===== config.mk =====
export PLATFORM = sky130hd
export DESIGN_NAME = media_stream_deframer
export DESIGN_NICKNAME = d
export VERILOG_FILES = /design/src/hdl/msd_pkg.sv /design/src/hdl/msd_in_stage.sv /design/src/hdl/msd_parser.sv /design/src/hdl/msd_out_stage.sv /design/src/hdl/media_stream_deframer.sv
export VERILOG_INCLUDE_DIRS = /design/src /design/src/hdl
export SDC_FILE = /design/constraint.sdc
export NUM_CORES = 1
export LEC_CHECK = 0
export BUFFER_PORTS_ARGS = -buffer_cell sky130_fd_sc_hd__buf_2
export CORE_MARGIN = 2
export CORE_UTILIZATION = 45
export DETAILED_ROUTE_END_ITERATION = 16
export GPL_TIMING_DRIVEN = 0
export HOLD_SLACK_MARGIN = 0.06
export PLACE_DENSITY_LB_ADDON = 0.3
export REMOVE_ABC_BUFFERS = 1
export SYNTH_ARGS = -nofsm -noshare
export SYNTH_HDL_FRONTEND = slang
export SYNTH_SLANG_ARGS = --single-unit

===== constraint.sdc =====
create_clock -name clk_i -period 10.1 [get_ports clk_i]
set_input_delay 0.505 -clock clk_i [delete_from_list [all_inputs] [get_ports clk_i]]
set_output_delay 0.505 -clock clk_i [all_outputs]
set_load 0.05 [all_outputs]

===== src/hdl/media_stream_deframer_macros.svh =====
// assertion macros for the media stream deframer
`ifndef MEDIA_STREAM_DEFRAMER_MACROS_SVH
`define MEDIA_STREAM_DEFRAMER_MACROS_SVH

`ifndef SYNTHESIS
`define MSD_ASSERT(lbl, prop) \
  lbl: assert property (@(posedge clk_i) disable iff (!rst_ni) prop) \
    else $error("media stream deframer assertion failed");
`define MSD_ASSERT_NEVER(lbl, cond) \
  lbl: assert property (@(posedge clk_i) disable iff (!rst_ni) !(cond)) \
    else $error("media stream deframer forbidden condition");
`else
`define MSD_ASSERT(lbl, prop)
`define MSD_ASSERT_NEVER(lbl, cond)
`endif

`endif


===== src/hdl/msd_pkg.sv =====
// types, codes and codec lookup shared by the deframer modules
package msd_pkg;

  localparam logic [31:0] CODE_H264 = 32'h6832_3634;
  localparam logic [31:0] CODE_H265 = 32'h6832_3635;
  localparam logic [31:0] CODE_AV1  = 32'h0061_7631;
  localparam logic [31:0] CODE_OPUS = 32'h6f70_7573;
  localparam logic [31:0] CODE_AAC  = 32'h0061_6163;
  localparam logic [31:0] CODE_FLAC = 32'h666c_6163;
  localparam logic [31:0] CODE_RAW  = 32'h0072_6177;
  localparam logic [31:0] WORD_PAUSE = 32'h0000_0000;
  localparam logic [31:0] WORD_ERROR = 32'h0000_0001;

  localparam logic [3:0] CODEC_LAST_IDX  = 4'd3;
  localparam logic [3:0] SIZE_LAST_IDX   = 4'd7;
  localparam logic [3:0] SIZE_SPLIT_IDX  = 4'd4;
  localparam logic [3:0] HDR_SPLIT_IDX   = 4'd8;
  localparam logic [3:0] HDR_LAST_IDX    = 4'd11;

  typedef enum logic [2:0] {
    KIND_PAYLOAD = 3'd0,
    KIND_OPEN    = 3'd1,
    KIND_HEADER  = 3'd2,
    KIND_PAUSED  = 3'd3,
    KIND_ERROR   = 3'd4,
    KIND_UNSUP   = 3'd5
  } kind_e;

  typedef enum logic [2:0] {
    CODEC_H264 = 3'd0,
    CODEC_H265 = 3'd1,
    CODEC_AV1  = 3'd2,
    CODEC_OPUS = 3'd3,
    CODEC_AAC  = 3'd4,
    CODEC_FLAC = 3'd5,
    CODEC_RAW  = 3'd6,
    CODEC_NONE = 3'd7
  } codec_e;

  typedef struct packed {
    kind_e        kind;
    logic [7:0]   data_byte;
    logic         last_of_packet;
    logic [2:0]   codec;
    logic         is_video;
    logic [31:0]  frame_width;
    logic [31:0]  frame_height;
    logic [61:0]  timestamp;
    logic         no_timestamp;
    logic         key_frame;
    logic [31:0]  packet_length;
    logic         merge_config;
  } result_t;

  function automatic codec_e map_codec(input logic [31:0] word, input logic av1_en);
    codec_e c;
    case (word)
      CODE_H264: c = CODEC_H264;
      CODE_H265: c = CODEC_H265;
      CODE_AV1:  c = av1_en ? CODEC_AV1 : CODEC_NONE;
      CODE_OPUS: c = CODEC_OPUS;
      CODE_AAC:  c = CODEC_AAC;
      CODE_FLAC: c = CODEC_FLAC;
      CODE_RAW:  c = CODEC_RAW;
      default:   c = CODEC_NONE;
    endcase
    return c;
  endfunction

endpackage


===== src/hdl/msd_in_stage.sv =====
// input register holding one received byte
module msd_in_stage import msd_pkg::*; (
  input  logic       clk_i,
  input  logic       rst_ni,
  input  logic       in_valid_i,
  output logic       in_ready_o,
  input  logic [7:0] rx_byte_i,
  input  logic       consume_i,
  output logic       byte_valid_o,
  output logic [7:0] byte_o
);

  logic       valid_q, valid_d;
  logic [7:0] byte_q;

  assign in_ready_o = !valid_q || consume_i;

  always_comb begin
    valid_d = valid_q;
    if (consume_i) begin
      valid_d = 1'b0;
    end
    if (in_valid_i && in_ready_o) begin
      valid_d = 1'b1;
    end
  end

  always_ff @(posedge clk_i or negedge rst_ni) begin
    if (!rst_ni) begin
      valid_q <= 1'b0;
    end else begin
      valid_q <= valid_d;
    end
  end

  always_ff @(posedge clk_i) begin
    if (in_valid_i && in_ready_o) begin
      byte_q <= rx_byte_i;
    end
  end

  assign byte_valid_o = valid_q;
  assign byte_o       = byte_q;

endmodule


===== src/hdl/msd_parser.sv =====
// stream parser: phase tracking, word assembly and result formation
module msd_parser import msd_pkg::*; (
  input  logic       clk_i,
  input  logic       rst_ni,
  input  logic       cfg_valid_i,
  input  logic       av1_enabled_i,
  input  logic       step_i,
  input  logic [7:0] byte_i,
  output logic       res_valid_o,
  output result_t    res_o
);

  `include "media_stream_deframer_macros.svh"

  typedef enum logic [2:0] {
    PH_CODEC   = 3'd0,
    PH_SIZE    = 3'd1,
    PH_HEADER  = 3'd2,
    PH_PAYLOAD = 3'd3,
    PH_HALT    = 3'd4
  } phase_e;

  phase_e      phase_q, phase_d;
  logic [3:0]  cnt_q, cnt_d;
  logic [63:0] header_q, header_d;
  logic [31:0] length_q, length_d;
  logic [31:0] left_q, left_d;
  logic [2:0]  codec_q, codec_d;
  logic        video_q, video_d;
  logic [31:0] width_q, width_d;
  logic        av1_q;

  logic [31:0] word;
  logic [31:0] new_len;
  codec_e      mapped;
  logic        mapped_video;

  always_comb begin
    phase_d  = phase_q;
    cnt_d    = cnt_q;
    header_d = header_q;
    length_d = length_q;
    left_d   = left_q;
    codec_d  = codec_q;
    video_d  = video_q;
    width_d  = width_q;
    res_valid_o = 1'b0;
    res_o       = '0;
    word         = {header_q[23:0], byte_i};
    new_len      = {length_q[23:0], byte_i};
    mapped       = map_codec(word, av1_q);
    mapped_video = (mapped == CODEC_H264) || (mapped == CODEC_H265) || (mapped == CODEC_AV1);
    unique case (phase_q)
      PH_CODEC: begin
        header_d = {header_q[55:0], byte_i};
        cnt_d    = cnt_q + 4'd1;
        if (cnt_q == CODEC_LAST_IDX) begin
          cnt_d    = '0;
          header_d = '0;
          res_valid_o = 1'b1;
          if (word == WORD_PAUSE) begin
            res_o.kind = KIND_PAUSED;
          end else if (word == WORD_ERROR) begin
            res_o.kind = KIND_ERROR;
            phase_d    = PH_HALT;
          end else if (mapped == CODEC_NONE) begin
            res_o.kind = KIND_UNSUP;
            phase_d    = PH_HALT;
          end else begin
            codec_d = mapped;
            video_d = mapped_video;
            width_d = '0;
            if (mapped_video) begin
              res_valid_o = 1'b0;
              phase_d     = PH_SIZE;
            end else begin
              phase_d            = PH_HEADER;
              res_o.kind         = KIND_OPEN;
              res_o.codec        = mapped;
              res_o.is_video     = 1'b0;
              res_o.merge_config = 1'b0;
            end
          end
        end
      end
      PH_SIZE: begin
        if (cnt_q < SIZE_SPLIT_IDX) begin
          width_d = {width_q[23:0], byte_i};
        end else begin
          header_d = {header_q[55:0], byte_i};
        end
        cnt_d = cnt_q + 4'd1;
        if (cnt_q == SIZE_LAST_IDX) begin
          cnt_d              = '0;
          header_d           = '0;
          phase_d            = PH_HEADER;
          res_valid_o        = 1'b1;
          res_o.kind         = KIND_OPEN;
          res_o.codec        = codec_q;
          res_o.is_video     = video_q;
          res_o.merge_config = (codec_q <= CODEC_H265);
          res_o.frame_width  = width_q;
          res_o.frame_height = word;
        end
      end
      PH_HEADER: begin
        if (cnt_q < HDR_SPLIT_IDX) begin
          header_d = {header_q[55:0], byte_i};
        end else begin
          length_d = new_len;
        end
        cnt_d = cnt_q + 4'd1;
        if (cnt_q == HDR_LAST_IDX) begin
          cnt_d       = '0;
          header_d    = '0;
          res_valid_o = 1'b1;
          if (new_len == '0) begin
            res_o.kind = KIND_PAUSED;
            phase_d    = PH_CODEC;
          end else begin
            res_o.kind          = KIND_HEADER;
            res_o.codec         = codec_q;
            res_o.is_video      = video_q;
            res_o.merge_config  = (codec_q <= CODEC_H265);
            res_o.no_timestamp  = header_q[63];
            res_o.timestamp     = header_q[63] ? '0 : header_q[61:0];
            res_o.key_frame     = header_q[62];
            res_o.packet_length = new_len;
            left_d   = new_len;
            length_d = '0;
            phase_d  = PH_PAYLOAD;
          end
        end
      end
      PH_PAYLOAD: begin
        res_valid_o          = 1'b1;
        res_o.kind           = KIND_PAYLOAD;
        res_o.data_byte      = byte_i;
        res_o.codec          = codec_q;
        res_o.is_video       = video_q;
        res_o.merge_config   = (codec_q <= CODEC_H265);
        if (left_q <= 32'd1) begin
          res_o.last_of_packet = 1'b1;
          left_d  = '0;
          phase_d = PH_HEADER;
        end else begin
          left_d = left_q - 32'd1;
        end
      end
      PH_HALT: begin
        phase_d = PH_HALT;
      end
      default: begin
        phase_d = PH_HALT;
      end
    endcase
  end

  always_ff @(posedge clk_i or negedge rst_ni) begin
    if (!rst_ni) begin
      phase_q  <= PH_CODEC;
      cnt_q    <= '0;
      header_q <= '0;
      length_q <= '0;
      left_q   <= '0;
      codec_q  <= '0;
      video_q  <= 1'b0;
      width_q  <= '0;
      av1_q    <= 1'b1;
    end else begin
      if (cfg_valid_i) begin
        av1_q <= av1_enabled_i;
      end
      if (step_i) begin
        phase_q  <= phase_d;
        cnt_q    <= cnt_d;
        header_q <= header_d;
        length_q <= length_d;
        left_q   <= left_d;
        codec_q  <= codec_d;
        video_q  <= video_d;
        width_q  <= width_d;
      end
    end
  end

  `MSD_ASSERT(a_halt_sticky, (phase_q == PH_HALT) |=> (phase_q == PH_HALT))
  `MSD_ASSERT(a_codec_count, (phase_q == PH_CODEC) |-> (cnt_q < 4'd4))
  `MSD_ASSERT(a_payload_count, (phase_q == PH_PAYLOAD) |-> (cnt_q == 4'd0))
  `MSD_ASSERT(a_last_to_header,
              (step_i && phase_q == PH_PAYLOAD && res_o.last_of_packet) |=>
              (phase_q == PH_HEADER))
  `MSD_ASSERT_NEVER(a_halt_no_result, (phase_q == PH_HALT) && res_valid_o)

endmodule


===== src/hdl/msd_out_stage.sv =====
// result register toward the downstream consumer
module msd_out_stage import msd_pkg::*; (
  input  logic    clk_i,
  input  logic    rst_ni,
  input  logic    load_i,
  input  result_t res_i,
  output logic    free_o,
  output logic    out_valid_o,
  input  logic    out_ready_i,
  output result_t res_o
);

  logic    valid_q, valid_d;
  result_t res_q;

  assign free_o = !valid_q || out_ready_i;

  always_comb begin
    valid_d = valid_q;
    if (out_ready_i) begin
      valid_d = 1'b0;
    end
    if (load_i) begin
      valid_d = 1'b1;
    end
  end

  always_ff @(posedge clk_i or negedge rst_ni) begin
    if (!rst_ni) begin
      valid_q <= 1'b0;
    end else begin
      valid_q <= valid_d;
    end
  end

  always_ff @(posedge clk_i) begin
    if (load_i) begin
      res_q <= res_i;
    end
  end

  assign out_valid_o = valid_q;
  assign res_o       = res_q;

endmodule


===== src/hdl/media_stream_deframer.sv =====
// top level of the media stream deframer
// a byte that yields a result passes the input register, parser and output register
// throughput: one byte per cycle unless the output register holds a stalled result
// the output register lets a new byte enter while a result waits downstream
// reset: asynchronous active low; parse state cleared, av1 enabled, no result pending
module media_stream_deframer import msd_pkg::*; (
  input  logic        clk_i,
  input  logic        rst_ni,
  input  logic        cfg_valid_i,
  output logic        cfg_ready_o,
  input  logic        av1_enabled_i,
  input  logic        in_valid_i,
  output logic        in_ready_o,
  input  logic [7:0]  rx_byte_i,
  output logic        out_valid_o,
  input  logic        out_ready_i,
  output logic [2:0]  kind_o,
  output logic [7:0]  data_byte_o,
  output logic        last_of_packet_o,
  output logic [2:0]  codec_o,
  output logic        is_video_o,
  output logic [31:0] frame_width_o,
  output logic [31:0] frame_height_o,
  output logic [61:0] timestamp_o,
  output logic        no_timestamp_o,
  output logic        key_frame_o,
  output logic [31:0] packet_length_o,
  output logic        merge_config_o
);

  logic       byte_valid;
  logic [7:0] byte_val;
  logic       consume;
  logic       res_valid;
  result_t    res;
  logic       out_free;
  result_t    out_res;

  assign cfg_ready_o = 1'b1;
  assign consume     = byte_valid && (!res_valid || out_free);

  msd_in_stage u_in (
    .clk_i        (clk_i),
    .rst_ni       (rst_ni),
    .in_valid_i   (in_valid_i),
    .in_ready_o   (in_ready_o),
    .rx_byte_i    (rx_byte_i),
    .consume_i    (consume),
    .byte_valid_o (byte_valid),
    .byte_o       (byte_val)
  );

  msd_parser u_parser (
    .clk_i         (clk_i),
    .rst_ni        (rst_ni),
    .cfg_valid_i   (cfg_valid_i),
    .av1_enabled_i (av1_enabled_i),
    .step_i        (consume),
    .byte_i        (byte_val),
    .res_valid_o   (res_valid),
    .res_o         (res)
  );

  msd_out_stage u_out (
    .clk_i       (clk_i),
    .rst_ni      (rst_ni),
    .load_i      (consume && res_valid),
    .res_i       (res),
    .free_o      (out_free),
    .out_valid_o (out_valid_o),
    .out_ready_i (out_ready_i),
    .res_o       (out_res)
  );

  assign kind_o           = out_res.kind;
  assign data_byte_o      = out_res.data_byte;
  assign last_of_packet_o = out_res.last_of_packet;
  assign codec_o          = out_res.codec;
  assign is_video_o       = out_res.is_video;
  assign frame_width_o    = out_res.frame_width;
  assign frame_height_o   = out_res.frame_height;
  assign timestamp_o      = out_res.timestamp;
  assign no_timestamp_o   = out_res.no_timestamp;
  assign key_frame_o      = out_res.key_frame;
  assign packet_length_o  = out_res.packet_length;
  assign merge_config_o   = out_res.merge_config;

endmodule

==> impl_metrics.sql <==
INSERT INTO impl_metrics (metric_group, metric, value, unit) VALUES
('synth', 'post-synth-top-count-cell', 'edfxtp_1', ''),
('clock_network', 'clk_pin_slew', '0.06', 'ns'),
('clock_network', 'cts_sinks', '351', ''),
('sta', 'achievable_clock_frequency', '206', 'MHz'),
('sta', 'relSlewSlack', '0.0778', ''),
('layout', 'layout.nets', '1521', ''),
('floorplanning', 'rows', '68', ''),
('worst_setup_path', 'slowest_stage', 'nand2b_1', ''),
('worst_setup_path', 'path_max_fanout', '37', ''),
('worst_setup_path', 'required_time_of_the_critical_path', '10.33', 'ns'),
('worst_setup_path', 'ff2ff_path_depth', '10', ''),
('synth', 'ys_types', '72', ''),
('placement', 'place_congestion', '0.900', ''),
('sta', 'final-setup-viol-count', '0', ''),
('synth', 'synth_seq_area_share', '0.625', ''),
('global_routing', 'vias_in_the_first_global_route', '10576', ''),
('worst_setup_path', 'crit-reg2reg-capture', 'u_out.res_o[85]', ''),
('sta', 'grt_setup_unrepaired', 'false', ''),
('global_routing', 'global_route_wire_length_before_repair', '58000', 'µm'),
('clock_network', 'post_cts.resized_instances', '0', ''),
('sta', 'final-hold-violation-count', '0', ''),
('floorplanning', 'floorplan.core_area', '34300', 'µm²'),
('floorplanning', 'die-area', '36100', 'µm²'),
('floorplanning', 'boundaryPins', '194', ''),
('clock_network', 'cts_htree_levels', '2', ''),
('global_routing', 'grt_util_overall', '0.203', ''),
('drt', 'drtPass1Iterations', '5', ''),
('synth', 'synthesis.instances', '1336', ''),
('layout', 'syn_to_final_growth', '18.2', '%'),
('drt', 'route.vias.total', '10814', ''),
('clock_network', 'cts-hold-fix-buffers', '0', ''),
('synth', 'synth_top_cells_by_count', 'edfxtp_1, dfrtp_1, nand2_1, nor3_1, inv_1', ''),
('worst_setup_path', 'cp_data_arrival_time', '5.09', 'ns'),
('clock_network', 'clk-insertion-delay-late', '0.54', 'ns'),
('placement', 'dp_hpwl', '24000', 'µm'),
('drt', 'detail_route.drc_violations', '0', ''),
('sta', 'worst_slew_pin_slew', '1.38', 'ns'),
('synth', 'yosys_register_bits', '351', ''),
('pwr', 'static-leakage-power', '7.47', 'nW'),
('global_routing', 'antenna_found_initial', '0', ''),
('sta', 'finalClockSkew', '0.0194', 'ns'),
('outcome', 'run_status', 'completed', ''),
('clock_network', 'tritoncts', 'done', ''),
('global_routing', 'grt_start_max_net_pins', '104', ''),
('clock_network', 'cts-root-to-sink-buffers', '3', ''),
('floorplanning', 'die_y', '190', 'µm'),
('synth', 'synth_top_area_cell', 'edfxtp_1', ''),
('synth', 'mappedNetlistArea', '15500', 'µm²'),
('layout', 'stdcell_count', '1990', ''),
('layout', 'drive_gt1_frac', '0.197', ''),
('global_routing', 'congestion_overflow_gr', '0', ''),
('worst_setup_path', 'timing.setup.critical_path_class', 'reg -> reg', ''),
('floorplanning', 'floorplan.die.width', '190', 'µm'),
('placement', 'port_buffers', '192', ''),
('clock_network', 'clock_tree.root_cell', 'clkbuf_16', ''),
('synth', 'synth_edf_count', '185', ''),
('floorplanning', 'effective_utilization_at_floorplan', '0.453', ''),
('drt', 'wirelength', '37000', 'µm'),
('synth', 'ys_async_rst_share', '0.473', ''),
('synth', 'synthTopCellsByArea', 'edfxtp_1, dfrtp_1, mux2i_1', ''),
('worst_setup_path', 'worstSetupEndpointType', 'flop', ''),
('drt', 'drt_first_iter_violations', '777', ''),
('sta', 'finalCritPeriodShare', '0.481', ''),
('worst_setup_path', 'crit_path_frequent_cell', 'buf_12', ''),
('synth', 'yosys_most_used_dff', 'edfxtp_1', ''),
('worst_setup_path', 'longest_individual_stage_delay_on_the_worst_path', '1.01', 'ns'),
('pwr', 'max-vdd-ir-drop', '0.113', 'mV'),
('sta', 'post-route-min-period', '4.86', 'ns'),
('pwr', 'power.density', '197', 'nW/µm²'),
('worst_setup_path', 'timing.critical_path.cells', 'ha_1, nand2b_1, nand4b_1, nor4_1, o21ai_1, nand2_1, or2_2, nor2_4, buf_12, buf_12', ''),
('drt', 'routed_via_density', '5.43', '');
==> worst max-delay path: cells and delay by family, from the launching register on <==
kind / cells / cell delay (ns)
fa+ha+maj: 1 / 0.32
flops: 1 / 0.41
buf+inv: 2 / 0.54
compound gates: 1 / 0.22
simple gates: 6 / 3.03
==> metrics by stage <==
stage               setup slack (ns)  hold WS [ns]  instance area, µm²   util  total power [mW]
finish                          5.24        0.0610               18400  0.536              3.61
global route                    4.97         0.114               18400  0.536              3.77
CTS                             4.79        0.0825               18400  0.536              3.64
detailed placement              4.81         0.492               17100  0.498              2.22
global placement               -5.12         0.486               16600  0.485              2.19
floorplan                     -0.550         0.209               15100      -              2.04
==> cell usage in the layout (no fill, tap or decap), types with 4 or more instances in the layout <==
cell type,synthesis,layout
nand3_1,14,13
and3_1,32,32
clkinv_1,0,5
nor2b_1,4,4
edfxtp_1,185,185
clkbuf_16,0,42
a221o_1,32,32
nor3_1,112,111
a22oi_1,14,14
buf_16,0,4
clkinv_2,0,5
nand2_1,120,120
nor4_1,23,23
or2_2,4,5
a32oi_1,5,5
clkbuf_1,66,13
buf_6,12,7
and3b_1,4,4
nor2_1,69,66
buf_2,3,191
or4_1,4,4
dfrtp_1,165,164
nor4_4,4,4
o21ai_0,69,69
a21oi_1,40,40
or3_1,6,6
nand2b_1,7,7
inv_1,100,100
mux2i_1,91,91
nor4bb_1,6,6
buf_8,0,4
and2_1,66,66
o31ai_1,5,5
nand4_1,10,10
buf_12,0,8
==> sequential cells by signal, indices dropped and copies added, names as in the netlist <==
| name | count |
|---|---|
| u_parser.header_q | 64 |
| u_parser.width_q | 32 |
| u_parser.av1_q | 1 |
| u_parser.length_q | 24 |
| u_parser.left_q | 32 |
| u_out.out_valid_o | 1 |
| u_parser.codec_q | 3 |
| u_in.byte_o | 8 |
| u_out.res_o | 177 |
| u_parser.phase_q | 3 |
| u_parser.cnt_q | 4 |
| u_parser.video_q | 1 |
| u_in.byte_valid_o | 1 |
==> routing by layer <==
layer | vias to the layer above | global-route usage | share of wire
met5 | - | 0 | 0
met4 | 0 | 0.0763 | 0.034
met3 | 78 | 0.0317 | 0.054
met2 | 345 | 0.318 | 0.47
met1 | 5271 | 0.285 | 0.45
li1 | 5120 | - | -
==> layout make-up <==
type,instances,area (µm²)
Clock buffer,57,1130
Clock inverter,15,161
Fill cell,2953,15900
Multi-Input combinational cell,795,5050
Tap cell,455,569
Inverter,101,382
Sequential cell,351,9710
Timing Repair Buffer,216,1380
==> kinds of logic after synthesis <==
kind of cell	count (synthesis)	synth area share
adders and majority gates	3	0.00241
buffers and inverters	190	0.0531
AOI/OAI and AO/OA	194	0.0851
and+or+nand+nor	503	0.174
other	1	0.000241
muxes	94	0.0608
DFF	351	0.625
==> where the power goes <==
part	switching, mW	leakage (nW)	internal (mW)
logic	0.276	3.43	0.145
registers	0.142	3.41	1.63
clock network	0.563	0.627	0.855
==> how the worst max path moves through the flow <==
stage / from / endpoint / slack, ns
after global routing: u_parser.cnt_q[0] / u_out.res_o[61] / 4.97
after CTS: u_parser.cnt_q[0] / u_out.res_o[85] / 4.79
final: u_parser.cnt_q[0] / u_out.res_o[85] / 5.24
after detailed placement: u_parser.cnt_q[0] / u_out.res_o[85] / 4.81
after floorplan: u_parser.cnt_q[0] / u_out.res_o[0] / -0.55
after global placement: u_parser.cnt_q[0] / u_out.res_o[77] / -5.12
Note: power is estimated with default switching activity, not from simulation.
